==> config.mk <==
export PLATFORM = sky130hd
export DESIGN_NAME = dual_pedal_torque_request
export DESIGN_NICKNAME = d
export VERILOG_FILES = /design/src/hw/rtl/dpt_pkg.sv /design/src/hw/rtl/dpt_front.sv /design/src/hw/rtl/dpt_fifo.sv /design/src/hw/rtl/dpt_back.sv /design/src/hw/rtl/dual_pedal_torque_request.sv
export SDC_FILE = /design/constraint.sdc
export NUM_CORES = 2
export LEC_CHECK = 0
export BUFFER_PORTS_ARGS = -buffer_cell sky130_fd_sc_hd__buf_2
export CAP_MARGIN = 20
export CORE_MARGIN = 4
export CORE_UTILIZATION = 50
export CTS_CLUSTER_SIZE = 16
export DETAILED_ROUTE_END_ITERATION = 8
export GPL_TIMING_DRIVEN = 0
export HOLD_SLACK_MARGIN = 0.02
export PLACE_DENSITY = 0.66
export SKIP_LAST_GASP = 1
export SLEW_MARGIN = 20
export SYNTH_ARGS = -nofsm -noshare
export SYNTH_HDL_FRONTEND = slang
export SYNTH_HIERARCHICAL = 1
export SYNTH_SLANG_ARGS = --single-unit
==> constraint.sdc <==
create_clock -name clk -period 53 [get_ports clk]
set_input_delay 2.65 -clock clk [delete_from_list [all_inputs] [get_ports clk]]
set_output_delay 2.65 -clock clk [all_outputs]
set_load 0.01 [all_outputs]
==> src/hw/rtl/dpt_pkg.sv <==
// ----------------------------------------------------------------------------
// dpt_pkg
// Shared types, constants and the torque map for the dual pedal torque block.
// ----------------------------------------------------------------------------
package dpt_pkg;

  localparam int ANGLE_W  = 14;
  localparam int POS_W    = 10;
  localparam int PCT_W    = 7;
  localparam int TQ_W     = 10;
  localparam int PROD_W   = ANGLE_W + POS_W;
  localparam int CFG_W    = 16;
  localparam int CFG_AW   = 3;

  localparam int SENSOR_FULL = 16383;
  localparam int POS_FULL    = 1000;
  localparam int TABLE_LEN   = 16;
  localparam int SPAN        = POS_FULL / (TABLE_LEN - 1);

  // reciprocal of the table span, 2^21 / 66, for the interpolation divide
  localparam int RECIP_SH   = 21;
  localparam int RECIP_SPAN = (1 << RECIP_SH) / SPAN;
  localparam int RECIP_W    = 15;
  localparam int FRAC_W     = 7;
  localparam int IP_W       = 13;
  localparam int IQ_W       = IP_W + RECIP_W;
  localparam int POS15_W    = 14;

  // position / 10 as (pos * 205) >> 11, exact for 0..1000
  localparam int PCT_MUL = 205;
  localparam int PCT_SH  = 11;
  localparam int PCT_PW  = POS_W + 8;

  localparam logic [TQ_W-1:0] LIMP_LIMIT = 10'd300;

  localparam logic [TQ_W-1:0] TORQUE_TABLE [TABLE_LEN] = '{
    10'd0,   10'd0,   10'd33,  10'd100, 10'd200, 10'd300, 10'd400, 10'd467,
    10'd533, 10'd600, 10'd667, 10'd733, 10'd800, 10'd867, 10'd933, 10'd1000
  };

  localparam int FIFO_DEPTH = 8;
  localparam int FIFO_AW    = $clog2(FIFO_DEPTH);
  localparam int OCC_W      = $clog2(FIFO_DEPTH + 1);

  typedef enum logic [2:0] {
    FAULT_NONE     = 3'd0,
    FAULT_READ_ONE = 3'd1,
    FAULT_READ_TWO = 3'd2,
    FAULT_IMPLAUS  = 3'd3,
    FAULT_STUCK    = 3'd4
  } fault_t;

  typedef enum logic [2:0] {
    VS_INIT      = 3'd0,
    VS_RUN       = 3'd1,
    VS_DEGRADED  = 3'd2,
    VS_LIMP      = 3'd3,
    VS_SAFE_STOP = 3'd4,
    VS_SHUTDOWN  = 3'd5
  } vstate_t;

  typedef enum logic [CFG_AW-1:0] {
    REG_RAMP_LIMIT     = 3'd0,
    REG_PLAUS_THRESH   = 3'd1,
    REG_PLAUS_DEBOUNCE = 3'd2,
    REG_STUCK_THRESH   = 3'd3,
    REG_STUCK_CYCLES   = 3'd4,
    REG_LATCH_CLEAR    = 3'd5,
    REG_LIMIT_RUN      = 3'd6,
    REG_LIMIT_DEGRADED = 3'd7
  } reg_idx_t;

  typedef struct packed {
    logic [TQ_W-1:0]    ramp_limit;
    logic [ANGLE_W-1:0] plaus_threshold;
    logic [7:0]         plaus_debounce;
    logic [ANGLE_W-1:0] stuck_threshold;
    logic [15:0]        stuck_cycles;
    logic [7:0]         latch_clear_cycles;
    logic [TQ_W-1:0]    limit_run;
    logic [TQ_W-1:0]    limit_degraded;
  } cfg_t;

  // classified item handed from the front part to the back part
  typedef struct packed {
    logic [POS_W-1:0] pos;
    logic [PCT_W-1:0] pct;
    fault_t           fault;
    logic [2:0]       vst;
    logic [TQ_W-1:0]  map;
  } item_t;

endpackage

==> src/hw/rtl/dpt_front.sv <==
// ----------------------------------------------------------------------------
// dpt_front
// Accepts sensor items, runs the fault checks and computes position and the
// mapped torque through a short pipeline that feeds the item queue.
// ----------------------------------------------------------------------------
module dpt_front (
  input  logic                        clk,
  input  logic                        rst,
  input  dpt_pkg::cfg_t               cfg,
  input  logic                        in_valid,
  output logic                        in_ready,
  input  logic [dpt_pkg::ANGLE_W-1:0] angle_one,
  input  logic [dpt_pkg::ANGLE_W-1:0] angle_two,
  input  logic                        read_ok_one,
  input  logic                        read_ok_two,
  input  logic [2:0]                  veh_mode,
  input  logic                        pop,
  output logic                        push,
  output dpt_pkg::item_t              push_item
);
  import dpt_pkg::*;

  logic                acc;
  logic [OCC_W-1:0]    occ, occ_next;

  // check state
  logic [ANGLE_W-1:0]  last_angle_one;
  logic [7:0]          implausible_count, implausible_count_next;
  logic [15:0]         unchanged_count, unchanged_count_next;

  logic                ok_both;
  fault_t              fault0;
  logic [ANGLE_W-1:0]  diff_pair, diff_last;
  logic [7:0]          imp_inc;
  logic [15:0]         unch_inc;
  logic [ANGLE_W:0]    angle_sum;
  logic [PROD_W-1:0]   prod0;

  // stage 1: scaled product
  logic                s1_valid;
  logic [PROD_W-1:0]   s1_prod;
  fault_t              s1_fault;
  logic [2:0]          s1_vst;
  logic [POS_W-1:0]    q_hi, pos1;
  logic [ANGLE_W:0]    q_rem;

  // stage 2: position
  logic                s2_valid;
  logic [POS_W-1:0]    s2_pos;
  fault_t              s2_fault;
  logic [2:0]          s2_vst;
  logic [POS15_W-1:0]  pos15;
  logic [3:0]          idx;
  logic [POS_W-1:0]    seg_base;
  logic [FRAC_W-1:0]   frac, rise;
  logic [IP_W-1:0]     ip_prod;
  logic [PCT_PW-1:0]   pct_prod;

  // stage 3: table point and interpolation product
  logic                s3_valid;
  logic [POS_W-1:0]    s3_pos;
  logic [PCT_W-1:0]    s3_pct;
  fault_t              s3_fault;
  logic [2:0]          s3_vst;
  logic [TQ_W-1:0]     s3_lo;
  logic [IP_W-1:0]     s3_p;
  logic                s3_full;
  logic [IQ_W-1:0]     iq_prod;
  logic [FRAC_W-1:0]   iq0;
  logic [IP_W-1:0]     iq_rem;
  logic [TQ_W:0]       interp;
  logic [TQ_W-1:0]     map3;

  // items in flight or queued; never more than the queue holds
  assign acc      = in_valid && in_ready;
  assign in_ready = (occ < OCC_W'(FIFO_DEPTH));
  assign occ_next = occ + OCC_W'(acc) - OCC_W'(pop);

  always_comb begin
    ok_both   = read_ok_one && read_ok_two;
    diff_pair = (angle_one >= angle_two) ? angle_one - angle_two : angle_two - angle_one;
    diff_last = (angle_one >= last_angle_one) ? angle_one - last_angle_one
                                              : last_angle_one - angle_one;
    imp_inc   = (implausible_count == 8'hFF) ? implausible_count : implausible_count + 8'd1;
    unch_inc  = (unchanged_count == 16'hFFFF) ? unchanged_count : unchanged_count + 16'd1;

    implausible_count_next = implausible_count;
    unchanged_count_next   = unchanged_count;

    if (!read_ok_one) begin
      fault0 = FAULT_READ_ONE;
    end else if (!read_ok_two) begin
      fault0 = FAULT_READ_TWO;
    end else begin
      fault0 = FAULT_NONE;
    end

    if (fault0 == FAULT_NONE) begin
      if (diff_pair >= cfg.plaus_threshold) begin
        implausible_count_next = imp_inc;
        if (imp_inc >= cfg.plaus_debounce) fault0 = FAULT_IMPLAUS;
      end else begin
        implausible_count_next = '0;
      end
    end

    if (fault0 == FAULT_NONE) begin
      if (diff_last < cfg.stuck_threshold) begin
        unchanged_count_next = unch_inc;
        if (unch_inc >= cfg.stuck_cycles) fault0 = FAULT_STUCK;
      end else begin
        unchanged_count_next = '0;
      end
    end

    angle_sum = {1'b0, angle_one} + {1'b0, angle_two};
    prod0     = ok_both ? {{POS_W{1'b0}}, angle_sum[ANGLE_W:1]} * PROD_W'(POS_FULL) : '0;
  end

  // x / 16383: x = q*16384 + lo = q*16383 + (lo + q), remainder below twice the divisor
  always_comb begin
    q_hi  = s1_prod[PROD_W-1:ANGLE_W];
    q_rem = {1'b0, s1_prod[ANGLE_W-1:0]} + (ANGLE_W+1)'(q_hi);
    pos1  = q_hi + POS_W'(q_rem >= (ANGLE_W+1)'(SENSOR_FULL));
  end

  always_comb begin
    pos15 = {{(POS15_W-POS_W){1'b0}}, s2_pos} * POS15_W'(TABLE_LEN - 1);
    idx   = '0;
    for (int k = 1; k < TABLE_LEN; k++) begin
      if (pos15 >= POS15_W'(k * POS_FULL)) idx = idx + 4'd1;
    end
    seg_base = POS_W'(idx) * POS_W'(SPAN);
    frac     = FRAC_W'(s2_pos - seg_base);
    rise     = FRAC_W'(TORQUE_TABLE[idx + 4'd1] - TORQUE_TABLE[idx]);
    ip_prod  = {{(IP_W-FRAC_W){1'b0}}, rise} * {{(IP_W-FRAC_W){1'b0}}, frac};
    pct_prod = PCT_PW'(s2_pos) * PCT_PW'(PCT_MUL);
  end

  // p / 66 by reciprocal, at most one short, then one correction
  always_comb begin
    iq_prod = IQ_W'(s3_p) * IQ_W'(RECIP_SPAN);
    iq0     = iq_prod[IQ_W-1:RECIP_SH];
    iq_rem  = s3_p - IP_W'(iq0) * IP_W'(SPAN);
    interp  = (TQ_W+1)'(s3_lo) + (TQ_W+1)'(iq0)
            + (TQ_W+1)'(iq_rem >= IP_W'(SPAN));
    if (s3_full || interp > (TQ_W+1)'(POS_FULL)) begin
      map3 = TQ_W'(POS_FULL);
    end else begin
      map3 = interp[TQ_W-1:0];
    end
  end

  assign push            = s3_valid;
  assign push_item.pos   = s3_pos;
  assign push_item.pct   = s3_pct;
  assign push_item.fault = s3_fault;
  assign push_item.vst   = s3_vst;
  assign push_item.map   = map3;

  always_ff @(posedge clk) begin
    if (rst) begin
      occ               <= '0;
      last_angle_one    <= '0;
      implausible_count <= '0;
      unchanged_count   <= '0;
      s1_valid          <= 1'b0;
      s2_valid          <= 1'b0;
      s3_valid          <= 1'b0;
    end else begin
      occ      <= occ_next;
      s1_valid <= acc;
      s2_valid <= s1_valid;
      s3_valid <= s2_valid;
      if (acc) begin
        last_angle_one    <= angle_one;
        implausible_count <= implausible_count_next;
        unchanged_count   <= unchanged_count_next;
      end
    end
  end

  always_ff @(posedge clk) begin
    s1_prod  <= prod0;
    s1_fault <= fault0;
    s1_vst   <= veh_mode;
    s2_pos   <= pos1;
    s2_fault <= s1_fault;
    s2_vst   <= s1_vst;
    s3_pos   <= s2_pos;
    s3_pct   <= pct_prod[PCT_SH+PCT_W-1:PCT_SH];
    s3_fault <= s2_fault;
    s3_vst   <= s2_vst;
    s3_lo    <= TORQUE_TABLE[idx];
    s3_p     <= ip_prod;
    s3_full  <= (s2_pos >= POS_W'(POS_FULL));
  end

endmodule

==> src/hw/rtl/dpt_fifo.sv <==
// ----------------------------------------------------------------------------
// dpt_fifo
// Item queue between the front and back parts.
// ----------------------------------------------------------------------------
module dpt_fifo (
  input  logic           clk,
  input  logic           rst,
  input  logic           push,
  input  dpt_pkg::item_t push_item,
  input  logic           pop,
  output logic           not_empty,
  output dpt_pkg::item_t head
);
  import dpt_pkg::*;

  item_t              mem [FIFO_DEPTH];
  logic [FIFO_AW-1:0] wr_ptr, rd_ptr;
  logic [OCC_W-1:0]   count;

  // front part holds off input before the queue can overflow
  assign not_empty = (count != '0);
  assign head      = mem[rd_ptr];

  always_ff @(posedge clk) begin
    if (rst) begin
      wr_ptr <= '0;
      rd_ptr <= '0;
      count  <= '0;
    end else begin
      if (push) wr_ptr <= wr_ptr + FIFO_AW'(1);
      if (pop)  rd_ptr <= rd_ptr + FIFO_AW'(1);
      count <= count + OCC_W'(push) - OCC_W'(pop);
    end
  end

  always_ff @(posedge clk) begin
    if (push) mem[wr_ptr] <= push_item;
  end

endmodule

==> src/hw/rtl/dpt_back.sv <==
// ----------------------------------------------------------------------------
// dpt_back
// Applies ramp limit, state cap and the zero-torque latch, one item a cycle
// while the output takes them, and holds the result in the output register.
// ----------------------------------------------------------------------------
module dpt_back (
  input  logic                      clk,
  input  logic                      rst,
  input  dpt_pkg::cfg_t             cfg,
  input  logic                      head_valid,
  input  dpt_pkg::item_t            head,
  output logic                      pop,
  output logic                      out_valid,
  input  logic                      out_ready,
  output logic [dpt_pkg::POS_W-1:0] out_pos,
  output logic [dpt_pkg::PCT_W-1:0] out_pct,
  output logic [2:0]                out_fault,
  output logic [dpt_pkg::TQ_W-1:0]  out_torque,
  output logic                      out_latch
);
  import dpt_pkg::*;

  logic [TQ_W-1:0] last_torque;
  logic            zero_latch, zero_latch_next;
  logic [7:0]      clear_count, clear_count_next;
  logic [7:0]      clr_inc;
  logic [TQ_W-1:0] tq_ramp, tq_cap, cap, tq_next;
  logic [TQ_W:0]   ramp_sum;

  assign pop = head_valid && (!out_valid || out_ready);

  always_comb begin
    ramp_sum = {1'b0, last_torque} + {1'b0, cfg.ramp_limit};
    tq_ramp  = head.map;
    if (head.map > last_torque && (head.map - last_torque) > cfg.ramp_limit) begin
      tq_ramp = ramp_sum[TQ_W-1:0];
    end

    case (head.vst)
      VS_RUN:      cap = cfg.limit_run;
      VS_DEGRADED: cap = cfg.limit_degraded;
      VS_LIMP:     cap = LIMP_LIMIT;
      default:     cap = '0;
    endcase
    tq_cap = (tq_ramp > cap) ? cap : tq_ramp;

    clr_inc          = (clear_count == 8'hFF) ? clear_count : clear_count + 8'd1;
    zero_latch_next  = zero_latch;
    clear_count_next = clear_count;
    tq_next          = tq_cap;
    if (head.fault != FAULT_NONE) begin
      zero_latch_next  = 1'b1;
      clear_count_next = '0;
      tq_next          = '0;
    end else if (zero_latch) begin
      if (clr_inc >= cfg.latch_clear_cycles) begin
        zero_latch_next  = 1'b0;
        clear_count_next = '0;
      end else begin
        clear_count_next = clr_inc;
        tq_next          = '0;
      end
    end
  end

  always_ff @(posedge clk) begin
    if (rst) begin
      out_valid   <= 1'b0;
      last_torque <= '0;
      zero_latch  <= 1'b0;
      clear_count <= '0;
    end else begin
      if (pop) begin
        out_valid   <= 1'b1;
        last_torque <= tq_next;
        zero_latch  <= zero_latch_next;
        clear_count <= clear_count_next;
      end else if (out_ready) begin
        out_valid <= 1'b0;
      end
    end
  end

  always_ff @(posedge clk) begin
    if (pop) begin
      out_pos    <= head.pos;
      out_pct    <= head.pct;
      out_fault  <= head.fault;
      out_torque <= tq_next;
      out_latch  <= zero_latch_next;
    end
  end

endmodule

==> src/hw/rtl/dual_pedal_torque_request.sv <==
// ----------------------------------------------------------------------------
// dual_pedal_torque_request
// Redundant pedal sensor plausibility check with torque mapping.
// ----------------------------------------------------------------------------
// One item is accepted per clock cycle and one result leaves per cycle while
// the output side takes them. Each item passes three stages that compute
// position and the interpolated map value, then the eight-entry queue and
// the back part, which feeds its registered torque and latch back into the
// next item. Input ready drops once eight items are in flight or queued, so
// a stalled output side throttles the input after nine items, one of them
// held in the output register. The user must write the registers through
// cfg_wen/cfg_addr/cfg_wdata only while the block is idle; the block itself
// does not enforce this.
module dual_pedal_torque_request (
  input  logic        clk,
  input  logic        rst,
  input  logic        cfg_wen,
  input  logic [2:0]  cfg_addr,
  input  logic [15:0] cfg_wdata,
  input  logic        s_axis_tvalid,
  output logic        s_axis_tready,
  // angle_one[13:0], angle_two[27:14], veh_mode[30:28], zero pad
  input  logic [31:0] s_axis_tdata,
  // read_ok_one[0], read_ok_two[1]
  input  logic [1:0]  s_axis_tuser,
  output logic        m_axis_tvalid,
  input  logic        m_axis_tready,
  // position[9:0], position_percent[16:10], fault_code[19:17],
  // torque_request[29:20], zero pad
  output logic [31:0] m_axis_tdata,
  // latch_active[0]
  output logic [0:0]  m_axis_tuser
);
  import dpt_pkg::*;

  cfg_t             cfg;
  logic             push, pop, head_valid;
  item_t            push_item, head;
  logic [POS_W-1:0] out_pos;
  logic [PCT_W-1:0] out_pct;
  logic [2:0]       out_fault;
  logic [TQ_W-1:0]  out_torque;
  logic             out_latch;

  always_ff @(posedge clk) begin
    if (rst) begin
      cfg.ramp_limit         <= 10'd50;
      cfg.plaus_threshold    <= 14'd819;
      cfg.plaus_debounce     <= 8'd2;
      cfg.stuck_threshold    <= 14'd2;
      cfg.stuck_cycles       <= 16'd100;
      cfg.latch_clear_cycles <= 8'd50;
      cfg.limit_run          <= 10'd1000;
      cfg.limit_degraded     <= 10'd750;
    end else if (cfg_wen) begin
      case (cfg_addr)
        REG_RAMP_LIMIT:     cfg.ramp_limit         <= cfg_wdata[TQ_W-1:0];
        REG_PLAUS_THRESH:   cfg.plaus_threshold    <= cfg_wdata[ANGLE_W-1:0];
        REG_PLAUS_DEBOUNCE: cfg.plaus_debounce     <= cfg_wdata[7:0];
        REG_STUCK_THRESH:   cfg.stuck_threshold    <= cfg_wdata[ANGLE_W-1:0];
        REG_STUCK_CYCLES:   cfg.stuck_cycles       <= cfg_wdata;
        REG_LATCH_CLEAR:    cfg.latch_clear_cycles <= cfg_wdata[7:0];
        REG_LIMIT_RUN:      cfg.limit_run          <= cfg_wdata[TQ_W-1:0];
        REG_LIMIT_DEGRADED: cfg.limit_degraded     <= cfg_wdata[TQ_W-1:0];
        default: ;
      endcase
    end
  end

  dpt_front u_front (
    .clk           (clk),
    .rst           (rst),
    .cfg           (cfg),
    .in_valid      (s_axis_tvalid),
    .in_ready      (s_axis_tready),
    .angle_one     (s_axis_tdata[13:0]),
    .angle_two     (s_axis_tdata[27:14]),
    .read_ok_one   (s_axis_tuser[0]),
    .read_ok_two   (s_axis_tuser[1]),
    .veh_mode      (s_axis_tdata[30:28]),
    .pop           (pop),
    .push          (push),
    .push_item     (push_item)
  );

  dpt_fifo u_fifo (
    .clk       (clk),
    .rst       (rst),
    .push      (push),
    .push_item (push_item),
    .pop       (pop),
    .not_empty (head_valid),
    .head      (head)
  );

  dpt_back u_back (
    .clk        (clk),
    .rst        (rst),
    .cfg        (cfg),
    .head_valid (head_valid),
    .head       (head),
    .pop        (pop),
    .out_valid  (m_axis_tvalid),
    .out_ready  (m_axis_tready),
    .out_pos    (out_pos),
    .out_pct    (out_pct),
    .out_fault  (out_fault),
    .out_torque (out_torque),
    .out_latch  (out_latch)
  );

  assign m_axis_tdata = {2'b00, out_torque, out_fault, out_pct, out_pos};
  assign m_axis_tuser = out_latch;

endmodule

Yosys cells after proc, flatten, opt, wreduce, memory -nomap -nowiden
Memory sizes are Yosys's and may differ from the RTL's. A register that Yosys moved wholly into a read port is not among the register bits.
Cells that the tools add are included.
{ "word_totals": {"ff_bits": 289, "ram_bits": 264, "rom_bits": 320, "in_bits": 58, "output_inout_bits": 35, "wordCells": 214, "n_memories": 3} }
{ "classes": {"add_sub_neg": 38, "mul": 7, "n_lt_le_gt_ge": 32, "eq_ne": 13, "n_mux": 53, "bitwise": 2, "reduce_logical": 25} }
{ "mem_list": {"columns": ["name", "depth", "width", "read_ports", "rd_clocked_by_memory_dff", "wr", "line", "rtl"], "rows": [
  ["u_fifo.mem", 8, 33, 1, 1, 1, "dpt_fifo.sv:16", "item_t mem [FIFO_DEPTH];"],
  ["(no name shown)", 16, 10, 1, 0, 0, "dpt_front.sv:135", "rise = FRAC_W'(TORQUE_TABLE[idx + 4'd1] - TORQUE_TABLE[idx]);"],
  ["(no name shown)", 16, 10, 1, 0, 0, "dpt_front.sv:135", null]
]} }
{ "ops": {"columns": ["op", "n"], "rows": [
  ["14-bit >= comparator, second input constant", 7],
  ["10-bit 2-to-1 mux", 8],
  ["4-bit by 1-bit adder with 4-bit output, second input constant", 14],
  ["14-bit by 13-bit >= comparator with 1-bit output, second input constant", 4],
  ["4-bit 2-to-1 mux", 14],
  ["14-bit subtractor", 4],
  ["8-bit 2-to-1 mux", 6],
  ["14-bit >= comparator", 3],
  ["16-bit 2-to-1 mux", 2],
  ["10-bit > comparator", 3],
  ["10-bit one-hot mux with 3 select lines", 1],
  ["14-bit by 12-bit >= comparator with 1-bit output, second input constant", 2],
  ["13-bit by 15-bit multiplier with 28-bit output, second input constant", 1],
  ["14-bit 2-to-1 mux", 2],
  ["3-bit 2-to-1 mux", 9],
  ["2-bit AND reduction", 11],
  ["14-bit by 7-bit multiplier with 21-bit output, second input constant", 1],
  ["10-bit by 8-bit multiplier with 18-bit output, second input constant", 1],
  ["16-bit by 1-bit adder with 16-bit output, second input constant", 1],
  ["8-bit by 1-bit adder with 8-bit output, second input constant", 2],
  ["16-bit equality test, second input constant", 1],
  ["8-bit equality test, second input constant", 2],
  ["16-bit >= comparator", 1],
  ["8-bit >= comparator", 2],
  ["40 further kinds", 68]
]} }

Logic depth before layout (Yosys ltp)
{ "depth": {"depth_word": 38, "depth_mapped": 87, "mapped_depth_nobuf": 83} }

Hierarchy
The synthesis kept the hierarchy.
{ "modules_own_cells": {"columns": ["module", "n_inst", "cells_per_inst", "area_per_inst_um2", "seq_area_each_um2"], "rows": [
  ["dpt_front", 1, 2459, 21106.5, 2702.6],
  ["dpt_fifo", 1, 449, 10541.4, 8187.9],
  ["dpt_back", 1, 411, 3871.2, 1331.3],
  ["dual_pedal_torque_request", 1, 340, 3608.5, 1801.7]
]} }

Worst setup path before layout
OpenSTA, ideal clock, no wires.
{ "synth_timing": {"path_type": "reg-to-reg", "from": "register u_front.s2_pos[2]", "to": "register u_front.s3_p[12]", "setup_time_ns": 0.121, "arrival_time_ns": 17.236, "required_time_ns": 52.879, "path_slack_ns": 35.644, "path_stages_with_launch": 82, "n_path_buf": 4, "period_less_slack_ns": 17.356, "path_cell_list": "dfxtp_1 -> inv_1 -> fa_1 -> fa_1 -> inv_1 -> ha_1 -> buf_2 -> o21ai_1 -> o2111a_2 -> a211oi_4 -> or3_4 -> buf_6 -> or2_1 -> nor3_1 -> or3_1 -> inv_1 -> ha_1 -> clkbuf_1 -> [... 46 more ...] -> a21o_1 -> a21o_1 -> mux4_2 -> nor3_4 -> xor2_2 -> nor2_1 -> fa_1 -> fa_1 -> fa_1 -> ha_1 -> ha_1 -> a21oi_1 -> o21bai_1 -> a21oi_1 -> o21bai_1 -> a21oi_1 -> xnor2_1 -> xnor2_1"} }
{ "synth_via": {"elab_chain_len": 38, "elab_cells_between_ends": 58, "cone_classes": "add/sub (17); mul (3); order compare (15); mux (19); bitwise (2); memory (2)"} }
{ "synth_lines": {"columns": ["element", "line", "rtl"], "rows": [
  ["start, declared", "dpt_front.sv:49", "logic [POS_W-1:0] s2_pos;"],
  ["start signal, assigned", "dpt_front.sv:187", "s2_pos <= pos1;"],
  ["10-bit by 4-bit multiplier with 14-bit output", "dpt_front.sv:128", "pos15 = {{(POS15_W-POS_W){1'b0}}, s2_pos} * POS15_W'(TABLE_LEN - 1);"],
  ["14-bit by 10-bit >= comparator with 1-bit output", "dpt_front.sv:131", "if (pos15 >= POS15_W'(k * POS_FULL)) idx = idx + 4'd1;"],
  ["1-bit 2-to-1 mux", "dpt_front.sv:131", null],
  ["1-bit by 1-bit adder with 2-bit output", "dpt_front.sv:131", null],
  ["4-bit 2-to-1 mux", "dpt_front.sv:131", null],
  ["4-bit by 1-bit adder with 4-bit output", "dpt_front.sv:131", null],
  ["4-bit 2-to-1 mux", "dpt_front.sv:131", null],
  ["4-bit by 1-bit adder with 4-bit output", "dpt_front.sv:131", null],
  ["[... 22 more ...]", null, null],
  ["4-bit 2-to-1 mux", "dpt_front.sv:131", null],
  ["4-bit by 1-bit adder with 4-bit output", "dpt_front.sv:135", null],
  ["4-bit NOT with 5-bit output (not written as such)", "dpt_front.sv:135", null],
  ["memory 16 x 10 bit", null, null],
  ["7-bit 2-to-1 mux (not written as such) (2 in series)", "dpt_front.sv:135", null],
  ["7-bit subtractor", "dpt_front.sv:135", null],
  ["7-bit by 7-bit multiplier with 13-bit output *", "dpt_front.sv:136", "ip_prod = {{(IP_W-FRAC_W){1'b0}}, rise} * {{(IP_W-FRAC_W){1'b0}}, frac};"],
  ["named net u_front.ip_prod[12]", "dpt_front.sv:56", "logic [IP_W-1:0] ip_prod;"],
  ["end signal, assigned", "dpt_front.sv:195", "s3_p <= ip_prod;"],
  ["end, declared", "dpt_front.sv:66", "logic [IP_W-1:0] s3_p;"]
]} }
Mark *: on every way through the listed nets, which the timed path passes. The rest lies on a longest branch. The select of a mux whose other input is x is not followed.
A chain may end at the register's enable or synchronous reset.

Worst setup path in the final report
{ "layout_timing": {"from": "register u_front.s2_pos[0]", "to": "register u_front.s3_p[12]"} }
The elaborated chain is that of the path after synthesis.

==> results.md <==
- The final clock period utilization by the worst path is 37.2%.
- The portion of synthesized area spent on multiplexers is 8.64%.
- The max-slew violation total from the final report is 0.
- The most repeated library cell on the critical path is ha_1.
- Of all flip-flops after synthesis, the portion carrying an async set or reset was 0%.
- In this run the count of I/O pins placed on the die edge is 93.
- In this run the mean area of a mapped cell was 10.7 sq um.
- The TritonCTS clock tree is done.
- The synthesized netlist contains 125 unique library cells.
- The critical path startpoint is u_front/s2_pos[0]$_DFF_P_.
- The starting density of the core is 50.5%.
- Counting along the longest clock path gives a buffer depth of 3.
- In this run, the number of DRC markers left after iteration 0 of detailed routing was 1452.
- The highest-delay cell along the critical path is dfxtp_1.
- The number of hold violations in the final report is 0.
- The routed design could run at a clock period as short as 19.72 ns.
- The min-delay analysis places its worst path in the category reg -> reg.
- In this run the horizontal extent of the chip is 288 um.
- The dominant combinational cell family by area after synthesis is adder cells.
- The final route contains 26.4k vias.
- The start-to-end type of the worst setup path is reg -> reg.
- Measured against its own limit, the worst slew margin works out to 27.8%.
- The largest net degree at the start of global routing is 31.
- Counting flops with a built-in enable in the synthesized netlist gives 295.
- The root buffer selected by CTS is clkbuf_16.
- The final layout contains routed wiring with a total length of 86400 um.
- The max-cap violation count is 0.
- The worst hold path cell count is 0.
- The simple logic cell fraction of the synthesized area is 11.0%.
- The run finished with clean final reports.
- The share of layout cells above drive strength 1 is 11.2%.
- Summed over all failing endpoints, the final setup total negative slack is 0 ns.
- The top cell types in the final layout, fill and taps aside, are ha_1, inv_1, edfxtp_1, nor2_1, dfxtp_1.
- The number of buffers added for setup after CTS is 0.
- Setup repair after global routing left no endpoint under its margin.
- The setup check on the worst reg-to-reg path leaves a slack of 33.28 ns.
- The total of cells resized after clock tree synthesis is 0.
- The worst register-to-register path begins at u_front/s2_pos[0]$_DFF_P_.
- The placeable core area is 77500 sq um.
- The DRC violation count after routing is 0.
- The area growth from synthesis to layout is 10.4%.
- The maximum cell stage delay along the critical path is 0.70 ns.
- The number of antenna diodes in the final layout is 0.
- The detail route stage leaves a number of antenna-violating nets equal to 0.
- The placed instances occupy a cell area of 41200 sq um.
- The synthesized netlist devotes 10.5% of its cell area to compound gates.
- The initial antenna violation count came to 0.
- The worst hold path terminates at u_front/s2_fault[0]$_DFF_P_.
- The Yosys step of the flow raised 6 warnings.
- The H-tree was split into 2 levels.
- The cell area that synthesis handed to floorplanning was 39100 sq um.
- Before antenna repair, the detailed router went through 7 iterations.
- The via density per instance is 5.36.
- The worst path required time is 53.53 ns.
- The data arrival time of the critical path is 20.26 ns.
- The number of global-route vias before repair is 26.3k.
- The highest net fanout along the worst path is 13.
- The endpoint of the worst register-to-register path is u_front/s3_p[12]$_DFF_P_.
- The final design area excluding fillers is 43200 sq um.
- The number of buffers inserted during clock tree synthesis is 59.
- The final routed wire length divided by cell count is 17.6 um.
- Setup violations remaining at the end of the flow were counted as 0.
- The die height is 288 um.
- Leaving out fill and tap cells, the most frequent cell in the layout is ha_1.
- Port buffering added 89 buffers.
- The number of clock sinks is 553.
- For this design, the CTS-stage hold fixing added 0 buffers.
- The dominant synthesized flop cell is edfxtp_1.
- After synthesis, flip-flops and latches occupy 35.8% of the total area.
- The synthesized netlist cell count is 3659.
- The worst setup path is launched from a flip-flop.
- The worst-margin pin slew is 1.07 ns.
- The congestion estimate from routability-driven global placement came to 0.907.
- The aggregate global-route resource usage is 21.0%.
- The initialized floorplan defines 102 standard-cell rows.
- The detailed placer's ending HPWL is 66800 um.
- After the last flow step, the layout net total stands at 4514.
- Summing the areas of all xor and xnor instances in the mapped netlist gives 5.02% of the synthesized area.
- The die covers 82800 sq um.
- For this run, the top clock speed supported by timing is 50.7 MHz.
- The kind of end point of the critical path is a flip-flop.
- The wire length of the first global-routing pass is 140000 um.
- Summed over all layers, the global routing overflow is 0.
- In this run the most critical hold path is launched from u_front/s1_fault[0]$_DFF_P_.
- The number of cells on the worst reg-to-reg path is 83.
- Of the total synthesized cell area, the portion taken by full adders, half adders and majority gates is 23.3%.
- The number of storage elements in the synthesis netlist is 553.
- After clock tree synthesis, the clock-pin slew on the worst setup and hold paths is 0.07 ns.
- The worst-case clock skew is 0.0667 ns.
- For the worst-skew pair, the clock arrives at the later sink with an insertion delay of 0.64 ns.
-- critical path: cells and delay by family (launching register included) --
kind	cells	cell delay (ns)
simple gates	16	2.23
fa+ha+maj	24	8.27
compound gates	21	3.93
xor+xnor	4	0.89
mux	4	1.54
flops	1	0.70
buf+inv	14	2.11
-- cell families (layout without fill, tap and decap cells) --
family	count (synthesis)	count (layout)
compound gates	618	618
xor+xnor	209	209
mux	241	241
buf+inv	554	772
fa+ha+maj	629	629
other cells	1	2
flops	553	553
simple gates	854	854
-- layer usage --
layer	global-route usage (%)	share of wire (%)
met1	29.8	46
met4	4.51	2.0
met2	35.2	47
met3	2.14	4.1
met5	0	0
-- area by class of cell --
class | instances | area [sq um]
clock buffers | 84 | 1640
plain buffers | 112 | 562
repair buffers | 106 | 668
inverters | 442 | 1660
multi-input cells | 2553 | 22900
clock inverters | 28 | 388
flip-flops and latches | 553 | 14000
fillers | 6650 | 34300
well taps | 1040 | 1300
-- through the flow --
step	cells	worst slack, ns	hold WS, ns	utilization (%)
2_1_floorplan	3660	35.64	0.310	-
3_3_place_gp	4789	33.30	0.312	52.8
3_5_place_dp	4806	33.21	0.316	53.1
4_1_cts	4918	33.24	0.303	55.7
5_1_grt	4918	31.76	0.307	55.7
6_report	4918	33.28	0.299	55.7
-- worst max path at each step --
| stage | endpoint | slack [ns] | cells after the start |
|---|---|---|---|
| finish | u_front/s3_p[12]$_DFF_P_ | 33.28 | 83 |
| floorplan | u_front/s3_p[12]$_DFF_P_ | 35.64 | 81 |
| global placement | u_front/s3_p[12]$_DFF_P_ | 33.30 | 83 |
| global route | u_front/s3_p[12]$_DFF_P_ | 31.76 | 83 |
| detailed placement | u_front/s3_p[12]$_DFF_P_ | 33.21 | 83 |
| CTS | u_front/s3_p[12]$_DFF_P_ | 33.24 | 83 |
-- cell usage after synthesis (33+ instances only) --
master	n	share of area [%]
o21ai_0	84	1.1
ha_1	462	15
a21oi_1	209	2.7
mux2_2	42	1.2
nand2b_1	119	1.9
inv_1	434	4.2
xnor2_1	145	3.2
nand2_1	157	1.5
nor3_1	33	0.42
nand3_1	44	0.56
dfxtp_1	258	13
nor2b_1	37	0.59
mux4_2	60	3.5
o21bai_1	55	1.1
mux2i_1	122	3.1
nor2_1	286	2.7
fa_1	167	8.5
o21a_1	33	0.63
nand4_1	34	0.54
clkbuf_1	65	0.62
a21o_1	82	1.6
edfxtp_1	295	23
xor2_1	54	1.2
-- flip-flops by register name, summed over array words and instances (netlist names), 4 cells and up, named ones only --
register,count
u_back/out_torque,10
u_front/s3_pct,7
cfg,90
u_back/last_torque,10
u_back/clear_count,8
u_back/out_pct,7
u_front/s3_lo,10
u_front/s1_prod,21
u_fifo/count,4
u_front/s3_pos,10
u_back/out_pos,10
u_front/last_angle_one,14
u_front/unchanged_count,16
u_front/s3_p,13
u_fifo/mem,264
u_front/implausible_count,8
u_front/s2_pos,10
u_front/occ,4
Power is left out: the tool's default activity adds up to more than one toggle a clock period on the data nets, which glitch-free logic cannot reach.
